===== src/hdl/swm_pkg.sv =====
// ----------------------------------------------------------------------------
// swm_pkg: shared types and constants of the sliding window median filter
// Sample and result formats, register reset value, controller command bundle.
// ----------------------------------------------------------------------------
package swm_pkg;

  localparam int SAMPLE_W   = 32;
  localparam int RESULT_W   = 33;
  localparam int CFG_W      = 5;
  localparam int CFG_RESET  = 3;

  typedef logic signed [SAMPLE_W-1:0] sample_t;
  typedef logic signed [RESULT_W-1:0] result_t;
  typedef logic        [CFG_W-1:0]    win_cfg_t;

  // Commands from the controller to the datapath
  typedef struct packed {
    logic latch_in;   // capture the incoming sample
    logic ring_rd;    // read the oldest sample from the arrival ring
    logic ring_wr;    // write the held sample into the arrival ring
    logic remove;     // drop the oldest sample from the sorted row
    logic insert;     // place the held sample into the sorted row
    logic load_out;   // load the output register with twice the median
  } swm_cmd_t;

endpackage


===== src/hdl/swm_ram.sv =====
// ----------------------------------------------------------------------------
// swm_ram: generic simple dual-port RAM
// One write port and one read port, read data registered.
// ----------------------------------------------------------------------------
module swm_ram #(
  parameter int WIDTH  = 32,
  parameter int DEPTH  = 16,
  parameter int ADDR_W = (DEPTH > 1) ? $clog2(DEPTH) : 1
) (
  input  logic              clk,
  input  logic              wr_en,
  input  logic [ADDR_W-1:0] wr_addr,
  input  logic [WIDTH-1:0]  wr_data,
  input  logic              rd_en,
  input  logic [ADDR_W-1:0] rd_addr,
  output logic [WIDTH-1:0]  rd_data
);

  logic [WIDTH-1:0] mem [DEPTH];

  // write, then registered read
  always_ff @(posedge clk) begin
    if (wr_en) begin
      mem[wr_addr] <= wr_data;
    end
    if (rd_en) begin
      rd_data <= mem[rd_addr];
    end
  end

endmodule


===== src/hdl/swm_datapath.sv =====
// ----------------------------------------------------------------------------
// swm_datapath: sample storage and sorted row of the median filter
// Holds the arrival ring (RAM), the sorted row of compare-and-shift cells,
// and the output register carrying twice the median.
// ----------------------------------------------------------------------------
module swm_datapath #(
  parameter int MAX_WINDOW = 16,
  parameter int IDX_W      = (MAX_WINDOW > 1) ? $clog2(MAX_WINDOW) : 1,
  parameter int LEN_W      = $clog2(MAX_WINDOW + 1)
) (
  input  logic                clk,
  input  swm_pkg::swm_cmd_t   cmd,
  input  swm_pkg::sample_t    sample,
  input  logic [IDX_W-1:0]    ring_slot,
  input  logic [LEN_W-1:0]    ins_count,
  input  logic [IDX_W-1:0]    lo_idx,
  input  logic [IDX_W-1:0]    hi_idx,
  output swm_pkg::result_t    median_twice
);
  import swm_pkg::*;

  sample_t sample_q;
  sample_t oldest;
  sample_t sorted      [MAX_WINDOW];
  sample_t sorted_next [MAX_WINDOW];
  logic    [MAX_WINDOW-1:0] ge_old;
  logic    [MAX_WINDOW-1:0] gt_new;

  // hold the accepted sample for the rest of the item
  always_ff @(posedge clk) begin
    if (cmd.latch_in) begin
      sample_q <= sample;
    end
  end

  // arrival ring: slot of the oldest sample is read, then overwritten
  swm_ram #(
    .WIDTH (SAMPLE_W),
    .DEPTH (MAX_WINDOW),
    .ADDR_W(IDX_W)
  ) u_ring (
    .clk    (clk),
    .wr_en  (cmd.ring_wr),
    .wr_addr(ring_slot),
    .wr_data(sample_q),
    .rd_en  (cmd.ring_rd),
    .rd_addr(ring_slot),
    .rd_data(oldest)
  );

  // per-cell compares; both predicates are monotonic over the sorted row
  always_comb begin
    for (int i = 0; i < MAX_WINDOW; i++) begin
      ge_old[i] = (sorted[i] >= oldest);
      gt_new[i] = (LEN_W'(i) >= ins_count) || (sorted[i] > sample_q);
    end
  end

  // remove: cells at or above the oldest value take their upper neighbor
  // insert: cells above the new value take their lower neighbor or the sample
  always_comb begin
    for (int i = 0; i < MAX_WINDOW; i++) begin
      sorted_next[i] = sorted[i];
      if (cmd.remove) begin
        if (ge_old[i] && (i < MAX_WINDOW - 1)) begin
          sorted_next[i] = sorted[(i < MAX_WINDOW - 1) ? i + 1 : i];
        end
      end else if (cmd.insert) begin
        if (gt_new[i]) begin
          if (i == 0) begin
            sorted_next[i] = sample_q;
          end else if (!gt_new[(i > 0) ? i - 1 : 0]) begin
            sorted_next[i] = sample_q;
          end else begin
            sorted_next[i] = sorted[(i > 0) ? i - 1 : 0];
          end
        end
      end
    end
  end

  always_ff @(posedge clk) begin
    for (int i = 0; i < MAX_WINDOW; i++) begin
      sorted[i] <= sorted_next[i];
    end
  end

  // sum of the two middle cells; equal indices for an odd window
  always_ff @(posedge clk) begin
    if (cmd.load_out) begin
      median_twice <= RESULT_W'(sorted[lo_idx]) + RESULT_W'(sorted[hi_idx]);
    end
  end

endmodule


===== src/hdl/swm_ctrl.sv =====
// ----------------------------------------------------------------------------
// swm_ctrl: controller of the median filter
// Tracks window length, fill count and oldest slot, sequences the datapath
// and owns both handshakes.
// ----------------------------------------------------------------------------
module swm_ctrl #(
  parameter int MAX_WINDOW = 16,
  parameter int IDX_W      = (MAX_WINDOW > 1) ? $clog2(MAX_WINDOW) : 1,
  parameter int LEN_W      = $clog2(MAX_WINDOW + 1)
) (
  input  logic                 clk,
  input  logic                 rst,
  input  logic                 cfg_wr_en,
  input  swm_pkg::win_cfg_t    cfg_wr_data,
  input  logic                 in_valid,
  output logic                 in_ready,
  input  logic                 restart,
  output logic                 out_valid,
  input  logic                 out_ready,
  output swm_pkg::swm_cmd_t    cmd,
  output logic [IDX_W-1:0]     ring_slot,
  output logic [LEN_W-1:0]     ins_count,
  output logic [IDX_W-1:0]     lo_idx,
  output logic [IDX_W-1:0]     hi_idx
);
  import swm_pkg::*;

  typedef enum logic [2:0] {
    S_IDLE,
    S_READ,
    S_REMOVE,
    S_INSERT,
    S_EMIT
  } state_t;

  state_t            state;
  logic [LEN_W-1:0]  eff_len;
  logic [LEN_W-1:0]  fill_count;
  logic [IDX_W-1:0]  oldest_ptr;
  logic              emit_pend;
  logic [LEN_W-1:0]  fill_start;
  logic [LEN_W-1:0]  slot_inc;
  logic              accept;
  logic              out_free;

  // clamp the programmed length into 1..MAX_WINDOW
  function automatic logic [LEN_W-1:0] clamp_len(input win_cfg_t wl);
    logic [LEN_W-1:0] r;
    if (wl == '0) begin
      r = LEN_W'(1);
    end else if (int'(wl) > MAX_WINDOW) begin
      r = LEN_W'(MAX_WINDOW);
    end else begin
      r = LEN_W'(wl);
    end
    return r;
  endfunction

  assign in_ready   = (state == S_IDLE);
  assign accept     = in_valid && in_ready;
  assign out_free   = !out_valid || out_ready;
  assign fill_start = restart ? '0 : fill_count;
  assign slot_inc   = LEN_W'(ring_slot) + LEN_W'(1);
  assign lo_idx     = IDX_W'((eff_len - LEN_W'(1)) >> 1);
  assign hi_idx     = IDX_W'(eff_len >> 1);

  // decode datapath commands from the state
  always_comb begin
    cmd          = '0;
    cmd.latch_in = accept;
    cmd.ring_rd  = (state == S_READ);
    cmd.remove   = (state == S_REMOVE);
    cmd.insert   = (state == S_INSERT);
    cmd.ring_wr  = (state == S_INSERT);
    cmd.load_out = (state == S_EMIT) && out_free;
  end

  // sequencer, window bookkeeping and output valid
  always_ff @(posedge clk) begin
    if (rst) begin
      state      <= S_IDLE;
      eff_len    <= clamp_len(win_cfg_t'(CFG_RESET));
      fill_count <= '0;
      oldest_ptr <= '0;
      ring_slot  <= '0;
      ins_count  <= '0;
      emit_pend  <= 1'b0;
      out_valid  <= 1'b0;
    end else begin
      // raise the result on a load, drop it once the receiver takes it
      out_valid <= cmd.load_out || (out_valid && !out_ready);

      // a length write empties the window
      if (cfg_wr_en) begin
        eff_len    <= clamp_len(cfg_wr_data);
        fill_count <= '0;
        oldest_ptr <= '0;
      end

      unique case (state)
        S_IDLE: begin
          if (accept) begin
            if (restart || (fill_count < eff_len)) begin
              // filling: append at the next free slot
              ring_slot  <= IDX_W'(fill_start);
              ins_count  <= fill_start;
              fill_count <= fill_start + LEN_W'(1);
              oldest_ptr <= '0;
              emit_pend  <= ((fill_start + LEN_W'(1)) == eff_len);
              state      <= S_INSERT;
            end else begin
              // full: replace the oldest sample
              ring_slot <= oldest_ptr;
              ins_count <= eff_len - LEN_W'(1);
              emit_pend <= 1'b1;
              state     <= S_READ;
            end
          end
        end
        S_READ: begin
          state <= S_REMOVE;
        end
        S_REMOVE: begin
          state <= S_INSERT;
        end
        S_INSERT: begin
          // advance the oldest slot after a replacement, wrapping at the length
          if (fill_count == eff_len && ring_slot == oldest_ptr) begin
            oldest_ptr <= (slot_inc == eff_len) ? '0 : IDX_W'(slot_inc);
          end
          state <= emit_pend ? S_EMIT : S_IDLE;
        end
        S_EMIT: begin
          if (out_free) begin
            state <= S_IDLE;
          end
        end
        default: begin
          state <= S_IDLE;
        end
      endcase
    end
  end

endmodule


===== src/hdl/sliding_window_median_top.sv =====
// ----------------------------------------------------------------------------
// sliding_window_median_top: running median filter over a signed stream
// Keeps the last window_len samples in arrival order and in sorted order and
// reports twice the median once the window is full.
// ----------------------------------------------------------------------------
// Usage:
//   Input channel in_valid/in_ready carries one beat per sample with a
//   restart flag that empties the window before the sample is taken.
//   Output channel out_valid/out_ready carries median_twice: the sum of the
//   two middle samples for an even window, double the middle one otherwise.
//   cfg_wr_en/cfg_wr_data write window_len (0 acts as 1, above MAX_WINDOW as
//   MAX_WINDOW) and empty the window; write only while the block is idle.
//   While the window fills, a sample is inserted into the sorted row and the
//   ring; the sample that fills it then loads the output. Once full, a sample
//   steps through ring read, remove from the sorted row, insert, output load
//   and the return to idle; the next sample is taken only back in idle. The
//   single ring RAM port pair and the remove-then-insert pass over the sorted
//   cells set these steps.
//   Reset empties the window, sets window_len to 3 and drops out_valid.
//   A stalled receiver holds the result in the output register; the next
//   sample is still taken and waits only when its own result is due.
// ----------------------------------------------------------------------------
module sliding_window_median_top #(
  parameter int MAX_WINDOW = 16
) (
  input  logic                clk,
  input  logic                rst,
  input  logic                cfg_wr_en,
  input  swm_pkg::win_cfg_t   cfg_wr_data,
  input  logic                in_valid,
  output logic                in_ready,
  input  swm_pkg::sample_t    sample,
  input  logic                restart,
  output logic                out_valid,
  input  logic                out_ready,
  output swm_pkg::result_t    median_twice
);
  import swm_pkg::*;

  localparam int IDX_W = (MAX_WINDOW > 1) ? $clog2(MAX_WINDOW) : 1;
  localparam int LEN_W = $clog2(MAX_WINDOW + 1);

  swm_cmd_t          cmd;
  logic [IDX_W-1:0]  ring_slot;
  logic [LEN_W-1:0]  ins_count;
  logic [IDX_W-1:0]  lo_idx;
  logic [IDX_W-1:0]  hi_idx;

  swm_ctrl #(
    .MAX_WINDOW(MAX_WINDOW),
    .IDX_W     (IDX_W),
    .LEN_W     (LEN_W)
  ) u_ctrl (
    .clk        (clk),
    .rst        (rst),
    .cfg_wr_en  (cfg_wr_en),
    .cfg_wr_data(cfg_wr_data),
    .in_valid   (in_valid),
    .in_ready   (in_ready),
    .restart    (restart),
    .out_valid  (out_valid),
    .out_ready  (out_ready),
    .cmd        (cmd),
    .ring_slot  (ring_slot),
    .ins_count  (ins_count),
    .lo_idx     (lo_idx),
    .hi_idx     (hi_idx)
  );

  swm_datapath #(
    .MAX_WINDOW(MAX_WINDOW),
    .IDX_W     (IDX_W),
    .LEN_W     (LEN_W)
  ) u_dp (
    .clk         (clk),
    .cmd         (cmd),
    .sample      (sample),
    .ring_slot   (ring_slot),
    .ins_count   (ins_count),
    .lo_idx      (lo_idx),
    .hi_idx      (hi_idx),
    .median_twice(median_twice)
  );

endmodule


===== config.mk =====
export PLATFORM = sky130hd
export DESIGN_NAME = sliding_window_median_top
export DESIGN_NICKNAME = d
export VERILOG_FILES = /design/src/hdl/swm_pkg.sv /design/src/hdl/swm_ram.sv /design/src/hdl/swm_datapath.sv /design/src/hdl/swm_ctrl.sv /design/src/hdl/sliding_window_median_top.sv
export SDC_FILE = /design/constraint.sdc
export NUM_CORES = 2
export LEC_CHECK = 0
export BUFFER_PORTS_ARGS = -buffer_cell sky130_fd_sc_hd__buf_2
export CAP_MARGIN = 0
export CORE_MARGIN = 10
export CORE_UTILIZATION = 35
export CTS_BUF_LIST = sky130_fd_sc_hd__clkbuf_16
export CTS_CLUSTER_SIZE = 25
export DETAILED_ROUTE_END_ITERATION = 10
export GPL_TIMING_DRIVEN = 0
export PLACE_DENSITY = 0.47
export SLEW_MARGIN = 20
export SYNTH_ARGS = -nofsm -noshare
export SYNTH_HDL_FRONTEND = slang
export SYNTH_SLANG_ARGS = --single-unit

===== constraint.sdc =====
create_clock -name clk -period 17.1 [get_ports clk]
set_input_delay 0.855 -clock clk [delete_from_list [all_inputs] [get_ports clk]]
set_output_delay 0.855 -clock clk [all_outputs]
set_load 0.005 [all_outputs]

; Word-level counts from Yosys, hierarchy flattened
; Memory sizes are Yosys's and may differ from the RTL's. A register that Yosys moved wholly into a read port is not among the register bits.
; Cells that the tools add are included.
[totals]
register_bits = 93
ramBits = 1024
input_bits = 43
out_inout_bits = 35
memories = 2
[classes]
add_sub_neg = 4
magnitude_cmp = 49
n_eq_ne = 10
mux = 103
n_reduce_logical = 29
[mem_list]
columns = memory, depth, width, rd, rd_ports_with_merged_regs, write_ports, line
row1 = u_dp.sorted, 16, 32, 18, 1, 16, swm_datapath.sv:24  ; sample_t sorted [MAX_WINDOW];
row2 = u_dp.u_ring.mem, 16, 32, 1, 1, 1, swm_ram.sv:19  ; logic [WIDTH-1:0] mem [DEPTH];
[ops]
columns = cell, n
row1 = $mux 32, 78
row2 = $gt 32x32->1, 16
row3 = $ge 32x32->1, 15
row4 = $ge 4x5->1 const A, 8
row5 = $mux 5, 8
row6 = $add 32x32->33, 1
row7 = $mux 4, 8
row8 = $ge 3x5->1 const A, 4
row9 = $logic_or 1x1->1, 19
row10 = $eq 5x5->1, 3
row11 = $pmux 3 s5, 1
row12 = $ge 1x5->1 const A, 2
row13 = $ge 2x5->1 const A, 2
row14 = $mux 3, 3
row15 = $pmux 4 s2, 1
row16 = $eq 3x2->1 const B, 2
row17 = $add 4x1->5 const B, 1
row18 = $add 5x1->5 const B, 1
row19 = $gt 5x5->1 const B, 1
row20 = $logic_not 5->1, 1
row21 = $lt 5x5->1, 1
row22 = $sub 5x1->5 const B, 1
row23 = $eq 4x4->1, 1
row24 = $logic_and 1x1->1, 4
row25 = other kinds (9), 13

; Depth between registers and ports, before layout
; An unclocked memory read counts as a cell.
[depth]
depth_word = 7
depth_mapped = 18
ltp_nobuf = 15

; Cells and area by module
; From an unflattened synthesis, not the netlist that was laid out.
[hier_totals]
cells_unflattened = 6451
area_unflattened_um2 = 80342.1
[modules_own_cells]
columns = mod, instances, cells_each, area_each_um2
row1 = swm_datapath, 1, 5412, 58451.1
row2 = swm_ram, 1, 838, 20155.6
row3 = swm_ctrl, 1, 201, 1735.4

; Least setup slack after synthesis
; No wires, ideal clock.
[synth_timing]
path_type = reg-to-reg
start = reg, netlist name u_dp.sample_q[27]
end = mem u_dp.sorted[4][0] (netlist name) (enable)
setup_time_ns = 0.480
arrival_ns = 5.453
required_time_ns = 16.620
path_slack_ns = 11.166
path_stages_with_launch = 13
n_path_buf = 2
synth_period_minus_slack_ns = 5.934
path_cell_list = edfxtp_1 clkbuf_1 inv_1 ha_1 nand4_1 nor3_1 a221oi_1 o211ai_1 a32o_1 nor2_2 buf_2 nor2_1 a311oi_1
[synth_lines]
columns = item, line
row1 = "end, declared", swm_datapath.sv:24

==> flow_summary.yaml <==
cts:
  path_clk_slew_ns: 0.06
  postCtsSetupRepairBufs: 0
  cts.path.max_buffers: 3
  ctsHoldBuffers: 0
  clock-sinks: 1153
  htree_levels: 4
  numCtsBuffers: 145
  cts-root-buf: "clkbuf_16"
  post_cts_resized: 0
  cts_tree: "yes"
  clkLatencyLatePin_ns: 0.84
synthesis:
  ys_seq_elements: 1153
  postSynthNetCount: 7694
  synthArstFlopShare_pct: 0
  netlist_area_um2: 80900
  synth_edf_count: 1121
  ys_warn_count: 0
  synthCells: 6615
  synth_top_area_cell: "edfxtp_1"
  yosysUniqueCellTypes: 83
  synth_top_area_share_pct: 41.6
  ys.flop_type: "edfxtp_1"
  seq_area_frac_synth_pct: 42.4
  syn_avg_cell_area_um2: 12.2
  yosys-top-cells-area: "edfxtp_1 (42%), ha_1 (16%), mux4_2 (13%)"
sta:
  slew_headroom_pct: 14.6
  maxSlewViolCount: 0
  rsz0062_at_grt: "no"
  hold_viol: 0
  fin_setup_tns_ns: 0
  finalCriticalPeriod_ns: 8.55
  fin_crit_sh_pct: 50.0
  setup_viol: 0
  fmaxAchievable_mhz: 117
  worstMarginPinSlew_ns: 1.28
  finClkSkew_ns: 0.0491
placement:
  dp_hpwl_um: 285000
  gp_congestion: 0.985
  io_buffer_count: 75
final_layout:
  fin_nets: 7961
  fin_util_pct: 39.6
  drive_gt1_share_pct: 14.7
  nFillCells: 22087
  syn_to_final_growth_pct: 12.5
floorplan:
  initial_core_util_pct: 35.2
  ios: 78
  fp.dieW_um: 501
  std_cell_rows: 176
  core_area_um2: 230000
  die_area_um2: 251000
  die_height_um: 501
detailed_routing:
  ant_nets: 0
  drt_wl_total_um: 357000
  via_per_inst: 6.24
  dr.pass1.iters: 7
  route.detailed.drc: 0
  drt-wirelength-per-cell_um: 35.6
  drt-initial-drc-count: 6823
  vias: 62607
critical_path:
  max_stage_delay_ns: 1.15
  reg2regPathDepth: 14
  crit_slowest_cell: "clkinv_1"
  start_kind: "flip-flop"
  worstPathArrival_ns: 9.07
  crit_start: "u_dp.sample_q[19]"
  crit_buf_inv: 5
  r2r_end: "u_dp.sorted[5][9]"
  path_max_fanout: 23
  end_kind: "flip-flop"
  worstSetupPathType: "flip-flop to flip-flop"
  required_ns: 17.62
  crit_chain: "clkbuf_1 > clkinv_1 > ha_1 > nand4_1 > nor4_1 > nand2_1 > a211oi_1 > o21a_1 > o21a_1 > clkbuf_1 > nor3_1 > a211oi_4 > buf_6 > buf_6"
  timing.rr.start: "u_dp.sample_q[19]"
  r2r_setup_slack_ns: 8.55
  critPathTopFamily: "buffers and inverters"
grt:
  antenna_found_initial: 29
  grt_pass1_wl_um: 487000
  grt_max_degree: 38
  track_usage_pct: 27.5
  gr-total-overflow: 0
  first_global_vias: 62259
worst_hold_path:
  hold_path_class: "primary input to flip-flop"
  min_path_cells: 1
  hold_start: "sample[8]"
  min_to: "u_dp.sample_q[8]"
pwr:
  p_leak_nw: 35.3
  ir_worst_vdd_mv: 0.111
  power.density_nw_per_um2: 106
run_status:
  outcome: "finished clean"
flow_run:
  maxCapViolations: 0
## worst max path at each step
stage / end / cells past startpoint
6_report: u_dp.sorted[5][9] / 14
5_1_grt: u_dp.sorted[5][9] / 14
4_1_cts: u_dp.sorted[5][9] / 14
3_5_place_dp: u_dp.sorted[5][5] / 14
2_1_floorplan: u_dp.sorted[4][0] / 12
3_3_place_gp: u_dp.sorted[5][4] / 12
## power by group
part           switching [W]  leakage [nW]  internal [W]
clock                0.00137          2.43       0.00175
combinational        0.00161          22.3       0.00100
sequential          0.000462          10.6       0.00341
## cells in the mapped netlist (25+ instances only)
| cell type | n |
|---|---|
| nand2_1 | 730 |
| nand3_1 | 132 |
| nor3_1 | 62 |
| nor2_1 | 180 |
| clkbuf_1 | 220 |
| o21a_1 | 34 |
| o21ai_1 | 42 |
| edfxtp_1 | 1121 |
| nor4_1 | 35 |
| dfxtp_1 | 32 |
| inv_1 | 134 |
| ha_1 | 1035 |
| a21o_1 | 125 |
| mux2i_1 | 427 |
| mux4_2 | 480 |
| or3_1 | 39 |
| buf_2 | 52 |
| buf_4 | 25 |
| a211oi_1 | 51 |
| a21oi_1 | 355 |
| xnor2_1 | 29 |
| o21ai_0 | 563 |
| buf_1 | 28 |
| nor2b_1 | 51 |
| o211ai_1 | 72 |
| nand4_1 | 193 |
| mux2_2 | 35 |
## sequential cells by signal (all words and copies together), names as in the netlist, named ones only
signal / count
u_ctrl.eff_len: 5
u_dp.sample_q: 32
u_ctrl.oldest_ptr: 4
u_dp.median_twice: 33
u_ctrl.state: 3
u_ctrl.out_valid: 1
u_ctrl.emit_pend: 1
u_ctrl.ins_count: 5
u_ctrl.fill_count: 5
u_dp.sorted: 512
u_dp.u_ring.rd_data: 32
u_dp.u_ring.mem: 512
u_ctrl.ring_slot: 4
## per-stage QoR
stage / instances / hold WS, ns / area (µm²) / power [W] / setup WS (ns)
after floorplan: 6615 / 0.466 / 80900 / 0.00526 / 11.17
after global placement: 9716 / 0.482 / 85000 / 0.00635 / 4.95
after detailed placement: 9755 / 0.491 / 86100 / 0.00645 / 9.10
after CTS: 10016 / 0.135 / 90900 / 0.00958 / 9.03
after global routing: 10023 / 0.161 / 91000 / 0.00995 / 8.55
final: 10027 / 0.189 / 91000 / 0.00960 / 8.55
## per-layer routing
| layer | track usage (%) | vias up | part of all wire, % |
|---|---|---|---|
| li1 | - | 26916 | - |
| met1 | 35.6 | 32211 | 40 |
| met2 | 44.1 | 2840 | 46 |
| met3 | 3.92 | 632 | 7.0 |
| met4 | 15.6 | 8 | 6.7 |
| met5 | 0 | - | 0.020 |
## worst reg2reg max path: cells and delay by family, from the launching register on
kind                     cells  cell delay [ns]
buffers and inverters        5             3.05
AO/OA/AOI/OAI                4             1.86
AND/OR/NAND/NOR              4             1.46
flip-flops                   1             1.07
adder cells (fa/ha/maj)      1             0.79
## area by class of cell
| type | count | area [µm²] | area share (%) |
|---|---|---|---|
| clock buffer | 147 | 3680 | 4.04 |
| antenna | 5 | 12.5 | 0.0138 |
| inverter | 134 | 505 | 0.556 |
| multi-input combinational | 4996 | 45000 | 49.4 |
| buffer | 332 | 1500 | 1.64 |
| clock inverter | 114 | 1090 | 1.20 |
| timing repair buffer | 120 | 1150 | 1.26 |
| tap | 3026 | 3790 | 4.16 |
| sequential | 1153 | 34300 | 37.7 |
## placed cells by master, fill, tap and decap left out, types with 16 or more instances in the layout
cell type	count
nor3_1	60
buf_4	31
nor2_1	174
clkinv_2	17
mux2i_1	427
clkbuf_2	21
o211ai_1	72
mux4_2	480
nand3_1	132
o21ai_0	562
nand2b_1	22
dfxtp_1	32
buf_2	137
buf_1	16
xnor2_1	26
a21oi_1	351
a2111oi_0	19
inv_1	163
ha_1	1035
edfxtp_1	1121
o21a_1	34
clkbuf_16	147
clkbuf_1	201
mux2_2	35
nand4_1	193
o21ai_1	42
a211oi_1	48
or3_1	39
nor4_1	31
xor2_1	19
nand2_1	730
clkinv_1	35
a21o_1	125
nor2b_1	51
## cell families (layout without fill, tap and decap cells)
kind of cell,after synthesis,count (layout),share of synthesized area (%)
flops,1153,1153,42.4
buf+inv,466,847,2.42
other cells,0,5,0
fa+ha+maj,1036,1036,16.0
compound gates,1432,1432,10.5
mux,942,942,19.1
simple gates,1538,1538,8.93
xor+xnor,48,48,0.520
Note: power is estimated with default switching activity, not from simulation.
